===== src/m4ta_pkg.sv =====
package m4ta_pkg;

  localparam int unsigned ELEM_W = 32;
  localparam int unsigned N_ELEM = 16;

  localparam logic [4:0] TRANS_LAST = 5'd3;
  localparam logic [4:0] SWAP_LAST  = 5'd23;
  localparam logic [4:0] LOAD_LAST  = 5'd4;
  localparam logic [4:0] MAC_ISSUES = 5'd16;
  localparam logic [4:0] MAC_LAST   = 5'd17;

  localparam logic [31:0] SAT_MAX = 32'h7fff_ffff;
  localparam logic [31:0] SAT_MIN = 32'h8000_0000;

  typedef enum logic [2:0] {
    ACT_IDENT = 3'd0,
    ACT_WRITE = 3'd1,
    ACT_LOAD  = 3'd2,
    ACT_MUL   = 3'd3,
    ACT_TRANS = 3'd4,
    ACT_SCALE = 3'd5,
    ACT_SWAP  = 3'd6,
    ACT_READ  = 3'd7
  } act_e;

  typedef enum logic [2:0] {
    ST_IDLE,
    ST_READ,
    ST_TRANS,
    ST_SWAP,
    ST_LOAD,
    ST_MAC,
    ST_FINISH
  } st_e;

  typedef struct packed {
    logic [31:0] value;
    logic        clip;
  } sat_t;

  function automatic sat_t sat32(input logic signed [63:0] v);
    sat_t r;
    logic ovf;
    ovf = (v[63:31] != {33{v[63]}});
    r.value = ovf ? (v[63] ? SAT_MIN : SAT_MAX) : v[31:0];
    r.clip = ovf;
    return r;
  endfunction

  // Lower and upper element of each off-diagonal pair exchanged by the transpose.
  function automatic logic [3:0] swap_lo(input logic [2:0] p);
    logic [3:0] a;
    case (p)
      3'd0: a = 4'd1;
      3'd1: a = 4'd2;
      3'd2: a = 4'd3;
      3'd3: a = 4'd6;
      3'd4: a = 4'd7;
      3'd5: a = 4'd11;
      default: a = 4'd0;
    endcase
    return a;
  endfunction

  function automatic logic [3:0] swap_hi(input logic [2:0] p);
    logic [3:0] a;
    case (p)
      3'd0: a = 4'd4;
      3'd1: a = 4'd8;
      3'd2: a = 4'd12;
      3'd3: a = 4'd9;
      3'd4: a = 4'd13;
      3'd5: a = 4'd14;
      default: a = 4'd0;
    endcase
    return a;
  endfunction

endpackage


===== src/mat4_transform_accumulator_top.sv =====
// Identity, element write and operand load: result in the cycle after the transfer, one per
// cycle unless the output stalls. Read, translate, transpose and multiply take the next
// transfer in the cycle their result appears, if the output is not stalled. Multiply and scale
// use the single shared multiply-accumulate unit; each of the four rows takes a row fetch,
// then its 16 products and the pipeline drain. Reset is asynchronous and active low; both
// matrices read as identity straight away through per-entry valid bits, with no clearing pass.
module mat4_transform_accumulator_top
  import m4ta_pkg::*;
#(
  parameter int unsigned FRAC_BITS = 16
) (
  input  logic        clk_i,
  input  logic        rst_ni,
  input  logic        in_valid_i,
  output logic        in_stall_o,
  input  logic [2:0]  action_i,
  input  logic [3:0]  elem_index_i,
  input  logic [31:0] elem_value_i,
  input  logic [31:0] vec_x_i,
  input  logic [31:0] vec_y_i,
  input  logic [31:0] vec_z_i,
  output logic        out_valid_o,
  input  logic        out_stall_i,
  output logic [31:0] read_value_o,
  output logic        saturated_o
);

  localparam logic [31:0] OneFx = 32'(64'd1 << FRAC_BITS);

  function automatic logic [31:0] ident_val(input logic [3:0] a);
    return (a[1:0] == a[3:2]) ? OneFx : '0;
  endfunction

  st_e         state_q, state_d;
  logic [4:0]  cnt_q, cnt_d;
  logic [1:0]  row_q, row_d;
  logic [1:0]  km1;
  act_e        in_act, act_q;
  logic [31:0] vec_q [3];
  logic [15:0] acc_valid_q, op_valid_q;

  logic        acc_rd_ident_q, op_rd_ident_q;
  logic [3:0]  acc_rd_addr_q, op_rd_addr_q;
  logic [31:0] acc_rdata, op_rdata, acc_eff, op_eff;

  logic        acc_we, acc_re, op_we, op_re;
  logic [3:0]  acc_waddr, acc_raddr, op_waddr, op_raddr;
  logic [31:0] acc_wdata, op_wdata;

  logic [31:0] row_reg_q [4];
  logic [31:0] tmp_q, res_val_q;
  logic        res_sat_q, sat_hit;

  logic        mac_issue;
  logic        s1_valid_q, s2_valid_q;
  logic [1:0]  s1_k_q, s1_c_q, s2_k_q, s2_c_q;
  logic [31:0] vec_sel, diag_sel, b_val;
  logic signed [31:0] mul_a, mul_b;
  logic signed [63:0] prod_d, prod_q, sum_q, sum_new;
  sat_t        trans_sat, mac_sat;

  logic        in_accept, slot_free, simple_act, out_load;
  logic        out_valid_q, out_sat_q;
  logic [31:0] out_value_q;

  assign in_act     = act_e'(action_i);
  assign slot_free  = !out_valid_q || !out_stall_i;
  assign in_stall_o = (state_q != ST_IDLE) || !slot_free;
  assign in_accept  = in_valid_i && !in_stall_o;
  assign simple_act = (in_act == ACT_IDENT) || (in_act == ACT_WRITE) || (in_act == ACT_LOAD);
  assign out_load   = (in_accept && simple_act) || ((state_q == ST_FINISH) && slot_free);
  assign km1        = cnt_q[1:0] - 2'd1;

  m4ta_ram #(.WIDTH(ELEM_W), .DEPTH(N_ELEM)) u_acc_ram (
    .clk_i   (clk_i),
    .we_i    (acc_we),
    .waddr_i (acc_waddr),
    .wdata_i (acc_wdata),
    .re_i    (acc_re),
    .raddr_i (acc_raddr),
    .rdata_o (acc_rdata)
  );

  m4ta_ram #(.WIDTH(ELEM_W), .DEPTH(N_ELEM)) u_op_ram (
    .clk_i   (clk_i),
    .we_i    (op_we),
    .waddr_i (op_waddr),
    .wdata_i (op_wdata),
    .re_i    (op_re),
    .raddr_i (op_raddr),
    .rdata_o (op_rdata)
  );

  assign acc_eff = acc_rd_ident_q ? ident_val(acc_rd_addr_q) : acc_rdata;
  assign op_eff  = op_rd_ident_q ? ident_val(op_rd_addr_q) : op_rdata;

  always_comb begin
    case (km1)
      2'd0: vec_sel = vec_q[0];
      2'd1: vec_sel = vec_q[1];
      default: vec_sel = vec_q[2];
    endcase
  end

  always_comb begin
    case (s1_k_q)
      2'd0: diag_sel = vec_q[0];
      2'd1: diag_sel = vec_q[1];
      2'd2: diag_sel = vec_q[2];
      default: diag_sel = OneFx;
    endcase
  end

  assign b_val = (act_q == ACT_MUL) ? op_eff : ((s1_k_q == s1_c_q) ? diag_sel : '0);
  assign mul_a = $signed(row_reg_q[s1_k_q]);
  assign mul_b = $signed(b_val);
  assign prod_d = mul_a * mul_b;
  assign sum_new = ((s2_k_q == 2'd0) ? 64'sd0 : sum_q) + (prod_q >>> FRAC_BITS);
  assign mac_sat = sat32(sum_new);
  assign trans_sat = sat32(64'($signed(acc_eff)) + 64'($signed(vec_sel)));
  assign mac_issue = (state_q == ST_MAC) && (cnt_q < MAC_ISSUES);

  always_comb begin
    state_d = state_q;
    case (state_q)
      ST_IDLE: begin
        if (in_accept) begin
          case (in_act)
            ACT_READ:  state_d = ST_READ;
            ACT_TRANS: state_d = ST_TRANS;
            ACT_SWAP:  state_d = ST_SWAP;
            ACT_MUL:   state_d = ST_LOAD;
            ACT_SCALE: state_d = ST_LOAD;
            default:   state_d = ST_IDLE;
          endcase
        end
      end
      ST_READ: state_d = ST_FINISH;
      ST_TRANS: begin
        if (cnt_q == TRANS_LAST) state_d = ST_FINISH;
      end
      ST_SWAP: begin
        if (cnt_q == SWAP_LAST) state_d = ST_FINISH;
      end
      ST_LOAD: begin
        if (cnt_q == LOAD_LAST) state_d = ST_MAC;
      end
      ST_MAC: begin
        if (cnt_q == MAC_LAST) state_d = (row_q == 2'd3) ? ST_FINISH : ST_LOAD;
      end
      ST_FINISH: begin
        if (slot_free) state_d = ST_IDLE;
      end
      default: state_d = ST_IDLE;
    endcase
  end

  assign cnt_d = (state_d != state_q) ? 5'd0 : cnt_q + 5'd1;
  assign row_d = in_accept ? 2'd0 :
                 ((state_q == ST_MAC) && (cnt_q == MAC_LAST)) ? row_q + 2'd1 : row_q;

  always_comb begin
    acc_we    = 1'b0;
    acc_waddr = '0;
    acc_wdata = '0;
    acc_re    = 1'b0;
    acc_raddr = '0;
    op_we     = 1'b0;
    op_waddr  = elem_index_i;
    op_wdata  = elem_value_i;
    op_re     = 1'b0;
    op_raddr  = cnt_q[3:0];
    sat_hit   = 1'b0;
    case (state_q)
      ST_IDLE: begin
        if (in_accept) begin
          case (in_act)
            ACT_WRITE: begin
              acc_we    = 1'b1;
              acc_waddr = elem_index_i;
              acc_wdata = elem_value_i;
            end
            ACT_LOAD: op_we = 1'b1;
            ACT_READ: begin
              acc_re    = 1'b1;
              acc_raddr = elem_index_i;
            end
            default: ;
          endcase
        end
      end
      ST_TRANS: begin
        if (cnt_q < TRANS_LAST) begin
          acc_re    = 1'b1;
          acc_raddr = {2'b11, cnt_q[1:0]};
        end
        if (cnt_q != 5'd0) begin
          acc_we    = 1'b1;
          acc_waddr = {2'b11, km1};
          acc_wdata = trans_sat.value;
          sat_hit   = trans_sat.clip;
        end
      end
      ST_SWAP: begin
        case (cnt_q[1:0])
          2'd0: begin
            acc_re    = 1'b1;
            acc_raddr = swap_lo(cnt_q[4:2]);
          end
          2'd1: begin
            acc_re    = 1'b1;
            acc_raddr = swap_hi(cnt_q[4:2]);
          end
          2'd2: begin
            acc_we    = 1'b1;
            acc_waddr = swap_lo(cnt_q[4:2]);
            acc_wdata = acc_eff;
          end
          default: begin
            acc_we    = 1'b1;
            acc_waddr = swap_hi(cnt_q[4:2]);
            acc_wdata = tmp_q;
          end
        endcase
      end
      ST_LOAD: begin
        if (cnt_q < LOAD_LAST) begin
          acc_re    = 1'b1;
          acc_raddr = {cnt_q[1:0], row_q};
        end
      end
      ST_MAC: begin
        op_re = mac_issue && (act_q == ACT_MUL);
        if (s2_valid_q && (s2_k_q == 2'd3)) begin
          acc_we    = 1'b1;
          acc_waddr = {s2_c_q, row_q};
          acc_wdata = mac_sat.value;
          sat_hit   = mac_sat.clip;
        end
      end
      default: ;
    endcase
  end

  always_ff @(posedge clk_i or negedge rst_ni) begin
    if (!rst_ni) begin
      state_q     <= ST_IDLE;
      cnt_q       <= '0;
      row_q       <= '0;
      acc_valid_q <= '0;
      op_valid_q  <= '0;
      s1_valid_q  <= 1'b0;
      s2_valid_q  <= 1'b0;
      out_valid_q <= 1'b0;
    end else begin
      state_q    <= state_d;
      cnt_q      <= cnt_d;
      row_q      <= row_d;
      s1_valid_q <= mac_issue;
      s2_valid_q <= s1_valid_q;
      if (in_accept && (in_act == ACT_IDENT)) begin
        acc_valid_q <= '0;
      end else if (acc_we) begin
        acc_valid_q[acc_waddr] <= 1'b1;
      end
      if (op_we) begin
        op_valid_q[op_waddr] <= 1'b1;
      end
      if (out_load) begin
        out_valid_q <= 1'b1;
      end else if (!out_stall_i) begin
        out_valid_q <= 1'b0;
      end
    end
  end

  always_ff @(posedge clk_i) begin
    if (in_accept) begin
      act_q     <= in_act;
      vec_q[0]  <= vec_x_i;
      vec_q[1]  <= vec_y_i;
      vec_q[2]  <= vec_z_i;
      res_sat_q <= 1'b0;
      res_val_q <= '0;
    end else begin
      if (sat_hit) res_sat_q <= 1'b1;
      if (state_q == ST_READ) res_val_q <= acc_eff;
    end
    if (acc_re) begin
      acc_rd_ident_q <= !acc_valid_q[acc_raddr];
      acc_rd_addr_q  <= acc_raddr;
    end
    if (op_re) begin
      op_rd_ident_q <= !op_valid_q[op_raddr];
      op_rd_addr_q  <= op_raddr;
    end
    if ((state_q == ST_SWAP) && (cnt_q[1:0] == 2'd1)) tmp_q <= acc_eff;
    if ((state_q == ST_LOAD) && (cnt_q != 5'd0)) row_reg_q[km1] <= acc_eff;
    if (mac_issue) begin
      s1_k_q <= cnt_q[1:0];
      s1_c_q <= cnt_q[3:2];
    end
    if (s1_valid_q) begin
      prod_q <= prod_d;
      s2_k_q <= s1_k_q;
      s2_c_q <= s1_c_q;
    end
    if (s2_valid_q) sum_q <= sum_new;
    if (out_load) begin
      out_value_q <= (state_q == ST_FINISH) ? res_val_q : '0;
      out_sat_q   <= (state_q == ST_FINISH) ? res_sat_q : 1'b0;
    end
  end

  assign out_valid_o  = out_valid_q;
  assign read_value_o = out_value_q;
  assign saturated_o  = out_sat_q;

  a_no_rw_collision: assert property (@(posedge clk_i) disable iff (!rst_ni)
    (acc_re && acc_we) |-> (acc_raddr != acc_waddr))
    else $error("accumulator read and write hit the same entry in one cycle");

  a_mac_drain_aligned: assert property (@(posedge clk_i) disable iff (!rst_ni)
    ((state_q == ST_MAC) && (cnt_q == MAC_LAST)) |->
      (s2_valid_q && (s2_k_q == 2'd3) && (s2_c_q == 2'd3)))
    else $error("multiply pipeline out of step with the row sequencer");

  a_ident_clears: assert property (@(posedge clk_i) disable iff (!rst_ni)
    (in_accept && (in_act == ACT_IDENT)) |=> (acc_valid_q == '0))
    else $error("identity did not clear the accumulator valid bits");

  a_s2_in_mac: assert property (@(posedge clk_i) disable iff (!rst_ni)
    s2_valid_q |-> (state_q == ST_MAC))
    else $error("multiply-accumulate stage active outside a multiply");

endmodule


===== src/m4ta_ram.sv =====
module m4ta_ram #(
  parameter int unsigned WIDTH = 32,
  parameter int unsigned DEPTH = 16,
  localparam int unsigned AddrWidth = $clog2(DEPTH)
) (
  input  logic                 clk_i,
  input  logic                 we_i,
  input  logic [AddrWidth-1:0] waddr_i,
  input  logic [WIDTH-1:0]     wdata_i,
  input  logic                 re_i,
  input  logic [AddrWidth-1:0] raddr_i,
  output logic [WIDTH-1:0]     rdata_o
);

  logic [WIDTH-1:0] mem_q [DEPTH];
  logic [WIDTH-1:0] rdata_q;

  always_ff @(posedge clk_i) begin
    if (we_i) begin
      mem_q[waddr_i] <= wdata_i;
    end
    if (re_i) begin
      rdata_q <= mem_q[raddr_i];
    end
  end

  assign rdata_o = rdata_q;

endmodule


===== config.mk =====
export PLATFORM = sky130hd
export DESIGN_NAME = mat4_transform_accumulator_top
export DESIGN_NICKNAME = d
export VERILOG_FILES = /design/src/m4ta_pkg.sv /design/src/mat4_transform_accumulator_top.sv /design/src/m4ta_ram.sv
export SDC_FILE = /design/constraint.sdc
export NUM_CORES = 2
export LEC_CHECK = 0
export ABC_AREA = 1
export BUFFER_PORTS_ARGS = -buffer_cell sky130_fd_sc_hd__buf_2
export CAP_MARGIN = 15
export CELL_PAD_IN_SITES_DETAIL_PLACEMENT = 1
export CELL_PAD_IN_SITES_GLOBAL_PLACEMENT = 2
export CORE_MARGIN = 4
export CORE_UTILIZATION = 42
export DETAILED_ROUTE_END_ITERATION = 7
export PLACE_DENSITY_LB_ADDON = 0.25
export SKIP_LAST_GASP = 1
export SYNTH_ARGS = -nofsm -noshare
export SYNTH_HDL_FRONTEND = slang
export SYNTH_HIERARCHICAL = 1
export SYNTH_SLANG_ARGS = --single-unit

===== constraint.sdc =====
create_clock -name clk_i -period 9.6 [get_ports clk_i]
set_input_delay 2.88 -clock clk_i [delete_from_list [all_inputs] [get_ports clk_i]]
set_output_delay 2.88 -clock clk_i [all_outputs]
set_load 0.01 [all_outputs]

Yosys cells after proc, flatten, opt, wreduce, memory -nomap -nowiden
Memories as Yosys holds them, arrays and structs flattened. A register that Yosys moved wholly into a read port is not among the register bits.
Index checks and enable logic that the tools add are counted.
{"block": "word_totals", "ff_bits": 292, "ramBits": 1248, "output_inout_bits": 35, "mem_count": 4}
{"name": "u_acc_ram.mem_q", "words": 16, "width": 32, "rd": 1, "rd_ports_with_merged_regs": 1, "wr": 1, "line": "m4ta_ram.sv:15", "source": "logic [WIDTH-1:0] mem_q [DEPTH];"}
{"name": "u_op_ram.mem_q", "words": 16, "width": 32, "rd": 1, "rd_ports_with_merged_regs": 1, "wr": 1, "line": "m4ta_ram.sv:15"}
{"name": "row_reg_q", "words": 4, "width": 32, "rd": 1, "rd_ports_with_merged_regs": 1, "wr": 1, "line": "mat4_transform_accumulator_top.sv:50", "source": "logic [31:0] row_reg_q [4];"}
{"name": "vec_q", "words": 3, "width": 32, "rd": 3, "rd_ports_with_merged_regs": 0, "wr": 3, "line": "mat4_transform_accumulator_top.sv:39", "source": "logic [31:0] vec_q [3];"}
{"block": "classes", "n_addsub": 5, "mul": 1, "magnitude_cmp": 9, "eq_ne": 37, "mux": 85, "bitwise": 2, "reduce_logical": 36}
{"operator": "32-bit two-way mux", "n": 12}
{"operator": "32-bit one-hot mux with 2 select lines", "n": 2}
{"operator": "32-bit one-hot mux with 4 select lines", "n": 1}
{"operator": "32-bit one-hot mux with 3 select lines", "n": 1}
{"operator": "64-bit by 48-bit adder with 64-bit output", "n": 1}
{"operator": "32-bit by 32-bit multiplier with 64-bit output", "n": 1}
{"operator": "64-bit two-way mux", "n": 1}
{"operator": "32-bit != test", "n": 2}
{"operator": "4-bit one-hot mux with 6 select lines", "n": 2}
{"operator": "17-bit two-way mux", "n": 2}
{"operator": "32-bit by 32-bit adder with 33-bit output", "n": 1}
{"operator": "16-bit two-way mux", "n": 2}
{"operator": "4-bit two-way mux", "n": 8}
{"operator": "16-bit bitwise OR", "n": 2}
{"operator": "4-bit one-hot mux with 4 select lines", "n": 2}
{"operator": "1-bit two-way mux", "n": 30}
{"operator": "3-bit equality test (second input constant)", "n": 9}
{"operator": "3-bit by 2-bit equality test with 1-bit output (second input constant)", "n": 7}
{"operator": "3-bit one-hot mux with 7 select lines", "n": 1}
{"operator": "4-bit by 5-bit less-than comparator with 1-bit output (second input constant)", "n": 4}
{"operator": "3-bit two-way mux", "n": 6}
{"operator": "4-bit one-hot mux with 2 select lines", "n": 2}
{"operator": "1-bit logical AND", "n": 12}
{"operator": "3-bit one-hot mux with 4 select lines", "n": 1}
{"operator": "other kinds (30)", "n": 63}

Depth between registers and ports, before layout
{"block": "depth", "ltp_word": 15, "depth_mapped": 41, "mapped_depth_nobuf": 38}

Hierarchy
Netlist, hierarchy kept.
{"mod": "mat4_transform_accumulator_top", "instances": 1, "cells_per_inst": 7825, "area_per_inst_um2": 65386.5, "seq_area_each_um2": 14498.9}
{"mod": "m4ta_ram at u_acc_ram", "instances": 1, "cells_per_inst": 2120, "area_per_inst_um2": 23064.6, "seq_area_each_um2": 16335.7}
{"mod": "m4ta_ram at u_op_ram", "instances": 1, "cells_per_inst": 2120, "area_per_inst_um2": 23050.9, "seq_area_each_um2": 16335.7}

Worst setup path after synthesis
OpenSTA, ideal clock, no wires.
{"block": "synth_path", "path_type": "register -> register", "startpoint": "register with a tool-made name", "endpoint": "register prod_q[60], data pin", "t_arrival_ns": 8.244, "required_time_ns": 9.341, "setup_slack_ns": 1.097, "path_stages_with_launch": 31, "synth_period_minus_slack_ns": 8.503, "cell_sequence": "dfxtp_1 buf_4 clkinv_1 clkbuf_1 or2_2 a32oi_1 clkbuf_1 nor2_1 fa_1 inv_1 fa_1 inv_1 fa_1 fa_1 inv_1 fa_1 inv_1 fa_1 inv_1 fa_1 inv_1 fa_1 ha_1 a21oi_1 o21a_1 o21ai_0 inv_1 nor2_1 a2111oi_0 nand2_1 xor2_1"}
{"element": "to (signal assigned)", "line": "mat4_transform_accumulator_top.sv:304", "source": "prod_q <= prod_d;"}
{"element": "to (decl)", "line": "mat4_transform_accumulator_top.sv:59", "source": "logic signed [63:0] prod_d, prod_q, sum_q, sum_new;"}

Worst setup path in the final report
{"block": "layout_path", "startpoint": "register s1_k_q[1]", "endpoint": "register prod_q[58], data pin"}
{"block": "layout_between", "elab_chain_cells": 5, "elab_cells_between_ends": 8, "classes_between": "mul: 1; eq/ne: 3; mux: 3; reduce/logical: 1"}
{"element": "from (decl)", "line": "mat4_transform_accumulator_top.sv:56", "source": "logic [1:0] s1_k_q, s1_c_q, s2_k_q, s2_c_q;"}
{"element": "from (signal assigned)", "line": "mat4_transform_accumulator_top.sv:300", "source": "s1_k_q <= cnt_q[1:0];"}
{"element": "2-bit equality test (tied with other cells)", "line": "mat4_transform_accumulator_top.sv:106", "source": "case (s1_k_q)"}
{"element": "32-bit one-hot mux with 3 select lines", "line": "mat4_transform_accumulator_top.sv:106"}
{"element": "32-bit two-way mux * (2 in a row)", "line": "mat4_transform_accumulator_top.sv:114", "source": "assign b_val = (act_q == ACT_MUL) ? op_eff : ((s1_k_q == s1_c_q) ? diag_sel : '0);"}
{"element": "32-bit by 32-bit multiplier with 64-bit output *", "line": "mat4_transform_accumulator_top.sv:117", "source": "assign prod_d = mul_a * mul_b;"}
{"element": "via prod_d[58]", "line": "mat4_transform_accumulator_top.sv:59"}
Mark *: on every way through the listed nets, which the timed path passes. The rest lies on a longest branch.
A chain may end at the register's enable or synchronous reset.

==> metrics.yaml <==
cts:
  cts-buffers-inserted: 173
  cts_max_level: 4
  clkSinkCount: 1590
  insertion_delay_ns: 0.90
  cts_hold_buf: 0
  cts.path.max_buffers: 3
  clkTransAtPathRegs_ns: 0.06
  root_buffer: "clkbuf_16"
  cts_tree: "done"
timing:
  tightestPinTransition_ns: 1.17
  fmax_ghz: 0.108
  whs_ns: 0.457
  finalHoldViolCount: 0
  relSlewSlack_pct: 21.5
  tns_ns: 0
  slew_viol_final: 0
  period_needed_ns: 9.27
  rsz0062_at_grt: "yes"
  fin_crit_sh_pct: 96.6
  finClkSkew_ns: 0.0962
  finalSetupViolations: 0
drt:
  wl_per_cell_um: 28.0
  drcViolationCount: 0
  vias_per_cell: 5.43
  drt-total-wl_um: 446000
  ant_nets: 0
  drt_pass1_iterations: 6
  vias: 86300
  drt_iter0_markers: 7044
yosys:
  synth_cells: 12100
  syn_area_per_cell_um2: 9.24
  synth_top_area_share_pct: 40.7
  synth.area.top_cells: "edfxtp_1 (41%), fa_1 (19%), nand2_1 (10%), inv_1 (8.3%), nand3_1 (4.4%)"
  async_flop_share_pct: 2.83
  synth_ff_type: "edfxtp_1"
  synth_cell_types: 66
  yosysTopAreaCell: "edfxtp_1"
  synth_seq_cells: 1590
  syn_area_mm2: 0.112
  syn_nets: 13600
  seq_area_frac_synth_pct: 42.3
  synth-edff-count: 1510
  yosys_warnings: 6
placement:
  hpwl_um: 332000
  gp_congestion: 1.02
  dp.cells: 15600
  portBuffers: 173
critical_path:
  worstPathMaxFanout: 15
  worst_path_max_delay_cell: "fa_1"
  crit_type: "reg -> reg"
  cpPeakStageDelay_ns: 0.58
  cp.arrival_ns: 9.82
  crit_top_cell: "nand2_1"
  required_ns: 10.15
  cp-end-kind: "register"
  cp-start-kind: "register"
floorplan:
  ios: 174
  die_x_um: 523
  core_region_area_mm2: 0.263
  start_util_pct: 42.4
  rows: 188
  die_h_um: 523
  die_area_mm2: 0.274
final_layout:
  final_nets: 13700
  utilization_pct: 46.8
  area_delta_synth_final_pct: 10.5
  final_common_cell: "nand2_1"
  drive_above_1_share_pct: 7.73
  finalNonFillerCells: 15900
  layout_common_cells: "nand2_1 (3048), inv_1 (2442), edfxtp_1 (1510)"
grt:
  grt_pass1_vias: 93000
  antenna_found_initial: 31
  grt-ovfl-total: 0
  grt_pass1_wl_um: 640000
  grt_max_degree: 186
  track_usage_pct: 32.4
min_path:
  hp-class: "reg -> reg"
run_status:
  status: "finished, final reports clean"
flow_run:
  drv_cap: 0
Yosys cell counts (88+ instances only):
| master | n |
|---|---|
| edfxtp_1 | 1510 |
| fa_1 | 1083 |
| nor2_1 | 1024 |
| clkbuf_1 | 236 |
| or2_2 | 88 |
| xor2_1 | 90 |
| o21ai_0 | 227 |
| inv_1 | 2451 |
| nand3_1 | 987 |
| a21oi_1 | 272 |
| ha_1 | 283 |
| buf_2 | 98 |
| nand2_1 | 3049 |
metrics by stage:
step	cell area, um2	worst slack (ns)
5_1_grt	123000	-0.0334
4_1_cts	123000	0.0879
6_report	123000	0.327
2_1_floorplan	112000	1.10
3_5_place_dp	117000	0.104
3_3_place_gp	117000	0.200
final timing paths:
| check | startpoint | end | slack, ns | cells after the start |
|---|---|---|---|---|
| setup / recovery | s1_k_q[1] | prod_q[58] | 0.33 | 37 |
| hold / removal | op_valid_q[10] | op_valid_q[10] | 0.46 | 2 |
| setup reg to reg | s1_k_q[1] | prod_q[58] | 0.33 | 37 |
| hold reg to reg | op_valid_q[10] | op_valid_q[10] | 0.46 | 2 |
| max in group asynchronous | rst_ni | cnt_q[1] | 6.87 | 2 |
| min in group asynchronous | rst_ni | out_valid_o | 2.11 | 2 |
worst max-delay path, delay by kind of cell (launching register included):
family,cells,cell delay [ns]
DFF,1,0.51
AOI/OAI and AO/OA,4,0.88
adders and majority gates,9,4.48
and+or+nand+nor,14,1.66
buffers and inverters,10,1.42
kinds of logic (layout without fill, tap and decap cells):
group | Yosys count | count (layout) | synth area share, %
AO/OA/AOI/OAI | 709 | 709 | 3.81
XOR/XNOR | 125 | 125 | 0.982
adder cells (fa/ha/maj) | 1366 | 1366 | 22.6
buffers and inverters | 2958 | 3264 | 10.6
flip-flops | 1590 | 1590 | 42.3
other | 0 | 12 | 0
AND/OR/NAND/NOR | 5317 | 5317 | 19.7
repair_timing:
action                     in CTS  in global routing
setup endpoints to repair       0                 20
buffers inserted                0                  3
gates resized for setup         0                 19
sequential cells by signal, summed over array words and instances, names as in the netlist, 3 cells and up, named ones only:
register	count
vec_q	96
op_rd_addr_q	4
tmp_q	32
act_q	3
acc_valid_q	16
u_acc_ram/rdata_o	32
op_valid_q	16
prod_q	48
cnt_q	5
row_reg_q	128
sum_q	64
u_op_ram/rdata_o	32
state_q	3
u_acc_ram/mem_q	512
u_op_ram/mem_q	512
acc_rd_addr_q	4
res_val_q	32
read_value_o	32
layer usage:
metal,GRT usage [%],vias to the layer above,wire length [um]
li1,-,37800,-
met1,40.6,44800,176000
met2,54.6,2852,216000
met3,4.30,904,24600
met4,17.4,10,29200
met5,0,-,60
cell type report:
cell class | instances | area [um2]
Clock buffer | 226 | 4720
Sequential cell | 1590 | 47200
Inverter | 2490 | 9390
Antenna cell | 12 | 30.0
Fill cell | 29900 | 140000
Multi-Input combinational cell | 7517 | 53100
Timing Repair Buffer | 454 | 3320
Clock inverter | 94 | 1100
Tap cell | 3515 | 4400
Power is left out: the tool's default activity adds up to more than one toggle a clock period on the data nets, which glitch-free logic cannot reach.
